`config.mk`:
```
export PLATFORM = sky130hd
export DESIGN_NAME = fraction_normalize_reduce
export DESIGN_NICKNAME = d
export VERILOG_FILES = /design/src/rtl/frn_pkg.sv /design/src/rtl/frn_div.sv /design/src/rtl/fraction_normalize_reduce.sv
export SDC_FILE = /design/constraint.sdc
export NUM_CORES = 1
export LEC_CHECK = 0
export CAP_MARGIN = 10
export CORE_AREA = 2 2 255 257
export CTS_CLUSTER_DIAMETER = 60
export CTS_CLUSTER_SIZE = 8
export DETAILED_ROUTE_END_ITERATION = 7
export DIE_AREA = 0 0 257 259
export DONT_BUFFER_PORTS = 1
export GPL_TIMING_DRIVEN = 0
export PLACE_DENSITY = 0.42
export REMOVE_ABC_BUFFERS = 1
export SYNTH_ARGS = -nofsm -noshare
export SYNTH_HDL_FRONTEND = slang
export SYNTH_HIERARCHICAL = 1
export SYNTH_SLANG_ARGS = --single-unit
```
`constraint.sdc`:
```
create_clock -name clk -period 25.3 [get_ports clk]
set_clock_uncertainty 0.1 [all_clocks]
set_input_delay 1.265 -clock clk [delete_from_list [all_inputs] [get_ports clk]]
set_output_delay 1.265 -clock clk [all_outputs]
set_load 0.01 [all_outputs]
```
`src/rtl/frn_pkg.sv`:
```
`default_nettype none

package frn_pkg;

  // Sequencer states, one-hot
  typedef enum logic [4:0] {
    S_IDLE = 5'b00001,
    S_GCD  = 5'b00010,
    S_QNUM = 5'b00100,
    S_QDEN = 5'b01000,
    S_OUT  = 5'b10000
  } state_t;

endpackage

`default_nettype wire

```
`src/rtl/frn_div.sv`:
```
`default_nettype none

// Restoring unsigned divider, one quotient bit per cycle.
module frn_div #(
  parameter int DATA_WIDTH = 32
) (
  input  wire logic                  clk,
  input  wire logic                  rst,
  input  wire logic                  start,
  input  wire logic [DATA_WIDTH-1:0] dividend,
  input  wire logic [DATA_WIDTH-1:0] divisor,
  output logic                       done,
  output logic [DATA_WIDTH-1:0]      quot,
  output logic [DATA_WIDTH-1:0]      rem
);

  localparam int CW = (DATA_WIDTH > 1) ? $clog2(DATA_WIDTH) : 1;

  logic                  busy;
  logic [CW-1:0]         cnt;
  logic [DATA_WIDTH-1:0] dvs;
  logic [DATA_WIDTH:0]   trial;

  // Trial subtract of the divisor from the shifted partial remainder
  assign trial = {rem, quot[DATA_WIDTH-1]} - {1'b0, dvs};

  // Load on start, then shift one bit per cycle
  always_ff @(posedge clk) begin
    if (rst) begin
      busy <= 1'b0;
      done <= 1'b0;
      cnt  <= '0;
    end else begin
      done <= 1'b0;
      if (start) begin
        busy <= 1'b1;
        cnt  <= CW'(DATA_WIDTH - 1);
      end else if (busy) begin
        cnt <= cnt - 1'b1;
        if (cnt == '0) begin
          busy <= 1'b0;
          done <= 1'b1;
        end
      end
    end
  end

  // Partial remainder and quotient share one shift path
  always_ff @(posedge clk) begin
    if (start) begin
      rem  <= '0;
      quot <= dividend;
      dvs  <= divisor;
    end else if (busy) begin
      if (!trial[DATA_WIDTH]) begin
        rem  <= trial[DATA_WIDTH-1:0];
        quot <= {quot[DATA_WIDTH-2:0], 1'b1};
      end else begin
        rem  <= {rem[DATA_WIDTH-2:0], quot[DATA_WIDTH-1]};
        quot <= {quot[DATA_WIDTH-2:0], 1'b0};
      end
    end
  end

endmodule

`default_nettype wire

```
`src/rtl/fraction_normalize_reduce.sv`:
```
`default_nettype none

// Fraction normalizer: takes a signed num_in/den_in word and returns the same fraction
// reduced to lowest terms, with the sign on num_out and den_out at least 1. A reduced
// magnitude too wide for DATA_WIDTH-1 bits saturates. A zero denominator counts as 1
// and a zero numerator gives 0/1 without a division. Otherwise the gcd of the
// magnitudes is found with Euclid's remainder loop, and both magnitudes are divided by
// it, all on one shared restoring divider. One word is in flight at a time: in_ready
// is high only while the block is idle.
module fraction_normalize_reduce import frn_pkg::*; #(
  parameter int DATA_WIDTH = 32
) (
  input  wire logic                         clk,
  input  wire logic                         rst,
  input  wire logic                         in_valid,
  output logic                              in_ready,
  input  wire logic signed [DATA_WIDTH-1:0] num_in,
  input  wire logic signed [DATA_WIDTH-1:0] den_in,
  output logic                              out_valid,
  input  wire logic                         out_ready,
  output logic signed [DATA_WIDTH-1:0]      num_out,
  output logic [DATA_WIDTH-2:0]             den_out
);

  state_t                state;
  logic [DATA_WIDTH-1:0] nm;
  logic [DATA_WIDTH-1:0] dm;
  logic                  neg;
  logic [DATA_WIDTH-1:0] gcd_b;
  logic [DATA_WIDTH-1:0] op_a;
  logic [DATA_WIDTH-1:0] op_b;
  logic                  div_start;
  logic [DATA_WIDTH-2:0] num_sat;

  logic                  div_done;
  logic [DATA_WIDTH-1:0] div_quot;
  logic [DATA_WIDTH-1:0] div_rem;

  logic                  num_neg;
  logic                  den_neg;
  logic [DATA_WIDTH-1:0] num_mag;
  logic [DATA_WIDTH-1:0] den_mag;
  logic [DATA_WIDTH-1:0] num_res;

  // Sign and magnitude of the incoming word
  always_comb begin
    num_neg = num_in[DATA_WIDTH-1];
    den_neg = den_in[DATA_WIDTH-1];
    num_mag = num_neg ? (~num_in + 1'b1) : num_in;
    den_mag = den_neg ? (~den_in + 1'b1) : den_in;
  end

  assign in_ready  = (state == S_IDLE);
  assign out_valid = (state == S_OUT);

  // Apply the sign to the saturated numerator magnitude
  assign num_res = neg ? (~{1'b0, num_sat} + 1'b1) : {1'b0, num_sat};

  frn_div #(
    .DATA_WIDTH(DATA_WIDTH)
  ) u_div (
    .clk      (clk),
    .rst      (rst),
    .start    (div_start),
    .dividend (op_a),
    .divisor  (op_b),
    .done     (div_done),
    .quot     (div_quot),
    .rem      (div_rem)
  );

  // Sequencer control
  always_ff @(posedge clk) begin
    if (rst) begin
      state     <= S_IDLE;
      div_start <= 1'b0;
    end else begin
      div_start <= 1'b0;
      case (state)
        S_IDLE: begin
          if (in_valid) begin
            if (num_mag == '0) begin
              state <= S_OUT;
            end else begin
              state     <= S_GCD;
              div_start <= 1'b1;
            end
          end
        end
        S_GCD: begin
          if (div_done) begin
            div_start <= 1'b1;
            if (div_rem == '0) begin
              state <= S_QNUM;
            end
          end
        end
        S_QNUM: begin
          if (div_done) begin
            state     <= S_QDEN;
            div_start <= 1'b1;
          end
        end
        S_QDEN: begin
          if (div_done) begin
            state <= S_OUT;
          end
        end
        S_OUT: begin
          if (out_ready) begin
            state <= S_IDLE;
          end
        end
        default: begin
          state <= S_IDLE;
        end
      endcase
    end
  end

  // Operands, gcd tracking and result words
  always_ff @(posedge clk) begin
    case (state)
      S_IDLE: begin
        if (in_valid) begin
          nm    <= num_mag;
          dm    <= (den_mag == '0) ? DATA_WIDTH'(1) : den_mag;
          neg   <= num_neg ^ (den_neg && den_mag != '0);
          op_a  <= num_mag;
          op_b  <= (den_mag == '0) ? DATA_WIDTH'(1) : den_mag;
          gcd_b <= (den_mag == '0) ? DATA_WIDTH'(1) : den_mag;
          if (num_mag == '0) begin
            num_out <= '0;
            den_out <= (DATA_WIDTH-1)'(1);
          end
        end
      end
      S_GCD: begin
        if (div_done) begin
          if (div_rem == '0) begin
            op_a <= nm;
            op_b <= gcd_b;
          end else begin
            op_a  <= gcd_b;
            op_b  <= div_rem;
            gcd_b <= div_rem;
          end
        end
      end
      S_QNUM: begin
        if (div_done) begin
          num_sat <= div_quot[DATA_WIDTH-1] ? '1 : div_quot[DATA_WIDTH-2:0];
          op_a    <= dm;
          op_b    <= gcd_b;
        end
      end
      S_QDEN: begin
        if (div_done) begin
          num_out <= num_res;
          den_out <= div_quot[DATA_WIDTH-1] ? '1 : div_quot[DATA_WIDTH-2:0];
        end
      end
      default: begin
      end
    endcase
  end

endmodule

`default_nettype wire

```
==> summary.md, run 1 <==
| Metric | Value |
|---|---|
| Clock Path Buffers | 3 |
| Crit path max-delay cell type | nor4_1 |
| R2R Path End | u_div/rem[30] |
| Tot GR Track Use | 16.5% |
| Worst path top cell family by delay | simple AND/OR/NAND/NOR gates |
| Worst hold path stage count | 0 |
| P&R area growth vs syn | 14.5% |
| Pleak | 7.41 nW |
| Post-CTS Setup Repair Bufs | 0 |
| I/O pin total | between 100 and 150 |
| DR WL/cell | about 22 um |
| DRC viols | 0 |
| Largest net degree at the start of global routing | 66 |
| Hold WC Path Type | flip-flop to flip-flop |
| Number of port buffers | 0 |
| Sequential fraction of the synthesis area | about 55% |
| Startpoint Class | primary input |
| CP Cell Sequence | or4_1, or3_1, o21ai_0, xor2_1, nand3_1, nor4_1, a31oi_1, a211oi_4, buf_8, buf_8, buf_8 |
| Multi-input gate area | 7790 um2 |
| Vias after detailed routing | 13400 |
| Clock sinks | 364 |
| Number of synthesized register bits | 364 |
| Pwr/cell area | between 100 and 150 nW/um2 |
| CTS clk-pin slew, worst paths | 0.05 ns |
| Ant. Diodes | 0 |
| Launching point of the worst reg2reg path | u_div/quot[31] |
| Vias in the first global route | 13100 |
| Drt total wl | 55.5 mm |
| Core ar. | 63900 um2 |
| Initial DRC count | 1111 |
| Setup TNS | 0 ns |
| Measured slew at the worst slew-check pin | 1.08 ns |
| Grt ovf | 0 |
| Worst path most repeated cell | buf_8 |
| CP Max Fanout | 19 |
| Unrepaired setup endpoints after global routing | false |
| WHS | approximately 0.32 ns |
| CTS tree | yes |
| Via/cell ratio | around 5.3 |
| Cell Count Post-Placement | approximately 2500 |
| Initial Util | 29.7% |
| Final Non-Filler Cells | 2545 |
| Worst skew pair latency | 0.60 ns |
| CTS Hold Buffers Added | 0 |
| CP bufs+invs | 3 |
| Synth warn | 6 |
| Die height | between 200 and 300 um |
| Status | finished clean |
| Post-synth EDFFs | approximately 320 |
| CP arrival | 5.72 ns |
| Max stage delay on crit path | 0.77 ns |
| Layout Nets | approximately 1800 |
| Final count of negative-setup-slack endpoints | 0 |
| Pre-antenna DRT Iters | 5 |
| Final Instance Area | 21700 um2 |
| Worst EP required | 25.48 ns |
| Kind of critical path | primary input to flip-flop |
| H-tree depth | 2 |
| Die width | 257 um |
| Hold path endpoint | u_div/dvs[29] |
| Peak supply drop | 0.0377 mV |
| Full die area | between 60000 and 70000 um2 |
| Hold Crit Start | op_b[29] |
| Global-route wire length before repair | approximately 84 mm |
| DRT antenna net count | 0 |
| CTS Buf Count | 54 |
| PostCTS Resize Cnt | 0 |
| Async SR Flop Fraction | 0% |
| Final worst path period share | a little over a fifth |
| Root Driver | clkbuf_16 |
| Synth Flop Type | edfxtp_1 |
| Post-Place Cell Area | 20100 um2 |
| Fill cells | 6421 |
| Slew Viols, Final | 0 |
| Worst setup EP type | flip-flop |
| Synth Cell Area | 19000 um2 |
| Most common cell after layout, fill and taps aside | edfxtp_1 |
| Layout cell share with drive strength beyond 1 | 11.9% |
| Post-DP HPWL | 40.1 mm |
| Final-report hold violation count | 0 |
| Tmin final | between 5 and 6 ns |
| Synth cell types | 87 |
| Worst reg2reg path depth | 12 |
| Avg Cell Area, Syn | around 11 um2 |
| Slew HR | 27.1% |
| R2r setup slk | 20.80 ns |
| Final Util | between 30% and 40% |
| Initial antenna violation count | 3 |
| FP Rows | 93 |
| Mapped Cells | 1669 |
| Achievable frequency | 0.180 GHz |
| Max-Cap Viols | 0 |
| Final RePlAce weighted congestion | 0.821 |
| Register area | 10500 um2 |
| Most frequent cells in the layout | 319 x edfxtp_1, 120 x nor2_1, 107 x nand2_1 |
[power by group]
part	internal (W)	switching, W
Clock	0.000411	0.000270
Sequential	0.000907	0.000148
Combinational	0.000259	0.000418
Total	0.00158	0.000836
[sequential cells by signal, summed over array words and instances (netlist names)]
register	flops
div_start	1
u_div/rem	32
state	5
u_div/quot	32
den_out	31
neg	1
u_div/done	1
nm	32
op_a	32
num_sat	31
u_div/cnt	5
dm	32
num_out	32
op_b	32
gcd_b	32
u_div/busy	1
u_div/dvs	32
[Yosys cell counts, types with 16 or more instances]
cell	instances	area share, %
o21ai_0	83	2.2
nand2_1	108	2.1
a221o_1	16	0.84
clkbuf_1	72	1.4
mux2i_1	44	2.3
o41ai_1	18	0.83
xor2_1	70	3.2
a22oi_1	29	1.1
nor4_1	21	0.69
or3_1	18	0.59
xnor2_1	51	2.4
and2_1	31	1.0
a21oi_1	79	2.1
edfxtp_1	319	51
nand2b_1	16	0.53
or2_2	35	1.2
a211oi_1	38	1.5
ha_1	37	2.4
dfxtp_1	45	4.7
mux2_2	31	1.8
nor2_1	124	2.5
nor3_1	23	0.61
o31ai_1	29	1.1
inv_1	102	2.0
or4_1	18	0.71
nand3_1	17	0.45
[layer usage]
metal / vias to the layer above / share of wire (%) / global-route usage (%)
met1: 6709 / 45 / 22.4
met3: 63 / 7.3 / 4.45
met2: 366 / 46 / 25.9
met4: 2 / 1.7 / 4.30
met5: - / 0.023 / 0
li1: 6237 / - / -
[kinds of logic after synthesis]
group,share of synthesized area [%]
and+or+nand+nor,12.7
AOI/OAI and AO/OA,15.5
DFF,55.3
buffers and inverters,4.09
xor gates and xnor gates,5.76
muxes,4.16
adders and majority gates,2.55
[how the worst max path moves through the flow]
stage / from / to / slack, ns / cells after the start
after floorplan: num_in[4] / den_out[0] / 16.33 / 8
after global placement: state[1] / op_b[30] / 12.58 / 5
after detailed placement: num_in[4] / den_out[26] / 19.13 / 11
after CTS: num_in[4] / num_out[25] / 19.74 / 11
after global routing: num_in[4] / den_out[26] / 19.43 / 11
final: num_in[4] / den_out[26] / 19.76 / 11
[through the flow]
stage / setup WS [ns] / total power [W]
after floorplan: 16.33 / 0.00150
after global placement: 12.58 / 0.00173
after detailed placement: 19.13 / 0.00175
after CTS: 19.74 / 0.00245
after global routing: 19.43 / 0.00255
final: 19.76 / 0.00241
[layout make-up]
type / count / share of cell area, %
Clock buffer: 83 / 6.86
Inverter: 102 / 1.77
Clock inverter: 10 / 0.426
Multi-Input combinational cell: 1109 / 35.9
Tap cell: 855 / 4.92
Sequential cell: 364 / 48.3
Timing Repair Buffer: 22 / 1.87
Note: power is estimated with default switching activity, not from simulation.
==> inputs of run 2 (changes only) <==
--- a/config.mk
+++ b/config.mk
@@ -13,7 +13,7 @@
 export DIE_AREA = 0 0 257 259
 export DONT_BUFFER_PORTS = 1
 export GPL_TIMING_DRIVEN = 0
-export PLACE_DENSITY = 0.42
+export PLACE_DENSITY = 0.44
 export REMOVE_ABC_BUFFERS = 1
 export SYNTH_ARGS = -nofsm -noshare
 export SYNTH_HDL_FRONTEND = slang
==> constraint.sdc (replaced) <==
create_clock -name clk -period 4.8 [get_ports clk]
set_clock_uncertainty 0.1 [all_clocks]
set_input_delay 0.24 -clock clk [delete_from_list [all_inputs] [get_ports clk]]
set_output_delay 0.24 -clock clk [all_outputs]
set_load 0.01 [all_outputs]
==> summary.md, run 2 (synthesis gave the netlist of run 1 again) <==
| Metric | Value |
|---|---|
| Peak supply drop | 0.275 mV (+630%) |
| Routing usage on met3 | 4.10% (-0.35 points) |
| Ant. Diodes | 0 (unchanged) |
| Layout cell share with drive strength beyond 1 | 11.4% (-0.50 points) |
| CTS tree | yes |
| Kind of critical path | flip-flop to flip-flop |
| Place WS | -0.564 ns (-19.69 ns) |
| Initial Util | 29.7% (unchanged) |
| Tmin final | about 4.3 ns |
| Final RePlAce weighted congestion | 0.818 (-0.40%) |
| Total power | 0.0129 W (+430%) |
| Setup TNS | 0 ns (unchanged) |
| I/O pin total | 133 (unchanged) |
| Post-Place Cell Area | 20100 um2 (-0.16%) |
| Status | finished clean |
| Drt total wl | 57.5 mm (+3.6%) |
| Clock Path Buffers | 3 (unchanged) |
| Final-report hold violation count | 0 (unchanged) |
| Tot GR Track Use | 16.9% (+0.47 points) |
| Unrepaired setup endpoints after global routing | false |
| Worst EP required | 4.99 ns (-20.49 ns) |
| H-tree depth | 2 (unchanged) |
| CP bufs+invs | 1 (-2) |
| Worst skew pair latency | 0.60 ns (about the same) |
| Hold WC Path Type | primary input to flip-flop |
| FP Rows | 93 (unchanged) |
| Slew HR | 13.9% (-13 points) |
| CP arrival | 4.50 ns (-1.22 ns) |
| Global-route layer with the greatest usage | met2 |
| Grt ovf | 0 (unchanged) |
| Slew Viols, Final | 0 (unchanged) |
| Core ar. | 63900 um2 (unchanged) |
| CTS Buf Count | 53 (-1.9%) |
| CP Cell Sequence | inv_1, ha_1, fa_1, nor2b_1, o31ai_2, nand3_1, a21o_1, o31a_4, a31oi_4, xor2_4, o21ai_0 |
| Pleak | 7.79 nW (+5.2%) |
| Global-route wire length before repair | 86.3 mm (+3.0%) |
| Number of port buffers | 0 (unchanged) |
| Initial antenna violation count | 3 (unchanged) |
| Worst hold path stage count | 3 (+3) |
| DRC viols | 0 (unchanged) |
| Via/cell ratio | 5.27 (+0.22%) |
| Startpoint Class | flip-flop |
| DRT antenna net count | 0 (unchanged) |
| Post-DP HPWL | 39.0 mm (-2.8%) |
| CP Depth | 11 (unchanged) |
| Final Instance Area | 22600 um2 (+4.1%) |
| Full die area | 66600 um2 (unchanged) |
| Worst reg2reg path depth | 11 (-1) |
| Pre-antenna DRT Iters | 5 (unchanged) |
| Initial DRC count | 1036 (-6.8%) |
| Worst setup EP type | flip-flop |
| Final setup margin | 0.494 ns (-19.26 ns) |
| Root Driver | clkbuf_16 |
| Worst path top cell family by delay | compound AO/OA/AOI/OAI gates |
| Fill cells | 6341 (-1.2%) |
| Final count of negative-setup-slack endpoints | 0 (unchanged) |
| Largest net degree at the start of global routing | 66 (unchanged) |
| Met1 usage | 23.5% (+1.1 points) |
| Final worst path period share | between 80% and 90% |
| Max stage delay on crit path | 0.77 ns (about the same) |
| P&R area growth vs syn | 19.3% |
| Register area | 10500 um2 (unchanged) |
| DR WL/cell | 21.8 um (about the same) |
| Die height | 259 um (unchanged) |
| Layout Nets | 1853 (+5.3%) |
| Die width | 257 um (unchanged) |
| CP Max Fanout | 24 (+5) |
| Most frequent cells in the layout | 319 x edfxtp_1, 120 x nor2_1, 107 x nand2_1 |
| Crit path max-delay cell type | xor2_4 |
| Clock sinks | 364 (unchanged) |
| Max-Cap Viols | 0 (unchanged) |
| Vias in the first global route | 13700 (+4.7%) |
| Met2 Use GR | 26.5% (+0.56 points) |
| CTS clk-pin slew, worst paths | 0.05 ns (about the same) |
| Most common cell after layout, fill and taps aside | edfxtp_1 |
| Achievable frequency | 0.232 GHz |
| Pwr/cell area | 570 nW/um2 (+410%) |
| Multi-input gate area | 7810 um2 (+0.14%) |
| Measured slew at the worst slew-check pin | 1.29 ns (+0.203 ns) |
| Vias after detailed routing | 13900 (+3.8%) |
[run 2: cell count changes in the layout (fill, tap and decap cells not counted), sizes merged]
cell and delta:
clkinvlp +1, clkinv -5, buf +7, dlygate4sd3 +87, clkbuf +1, dlymetal6s4s +1
inv -1
[run 2: power breakdown]
part / switching, W / internal (W)
sequential: 0.000784 / 0.00478
clock: 0.00140 / 0.00215
combinational: 0.00228 / 0.00150
[run 2: per-layer routing]
metal  vias to the layer above  part of all wire [%]
met2                       439                    45
met4                         0                   1.6
li1                       6420                     -
met5                         -                     0
met3                        65                   7.5
met1                      6962                    46
[run 2: repair_timing]
action	4_1_cts	5_1_grt
setup buffers	0	9
resized for setup	0	2
endpoints found under the hold margin	133	0
hold buffers	88	0
setup endpoints to repair	0	53
[run 2: final timing paths]
path	slack, ns	from	end
max reg2reg	0.49	u_div/quot[31]	u_div/quot[0]
max	0.49	u_div/quot[31]	u_div/quot[0]
min reg2reg	0.30	op_b[14]	u_div/dvs[14]
min	0.02	den_in[31]	gcd_b[27]
[run 2: stage by stage]
stage	util, %	std cells	hold slack (ns)
6_report	35.4	2636	0.0235
5_1_grt	35.4	2636	0.0408
3_5_place_dp	31.4	2448	0.212
2_1_floorplan	-	1575	0.212
4_1_cts	35.2	2625	0.00268
3_3_place_gp	30.7	2430	0.215
[run 2: area by class of cell]
| type | count | share of cell area, % |
|---|---|---|
| Sequential cell | 364 | 46.3 |
| Inverter | 102 | 1.70 |
| Timing Repair Buffer | 117 | 5.82 |
| Multi-Input combinational cell | 1109 | 34.5 |
| Clock buffer | 84 | 6.56 |
| Clock inverter | 5 | 0.343 |
| Tap cell | 855 | 4.73 |
[run 2: worst register-to-register path: cells and delay by family (launching register included)]
kind                     cells  cell delay, ns
AO/OA/AOI/OAI                5            1.55
XOR/XNOR                     1            0.77
adder cells (fa/ha/maj)      2            0.48
buffers and inverters        1            0.26
flip-flops                   1            0.66
AND/OR/NAND/NOR              2            0.20
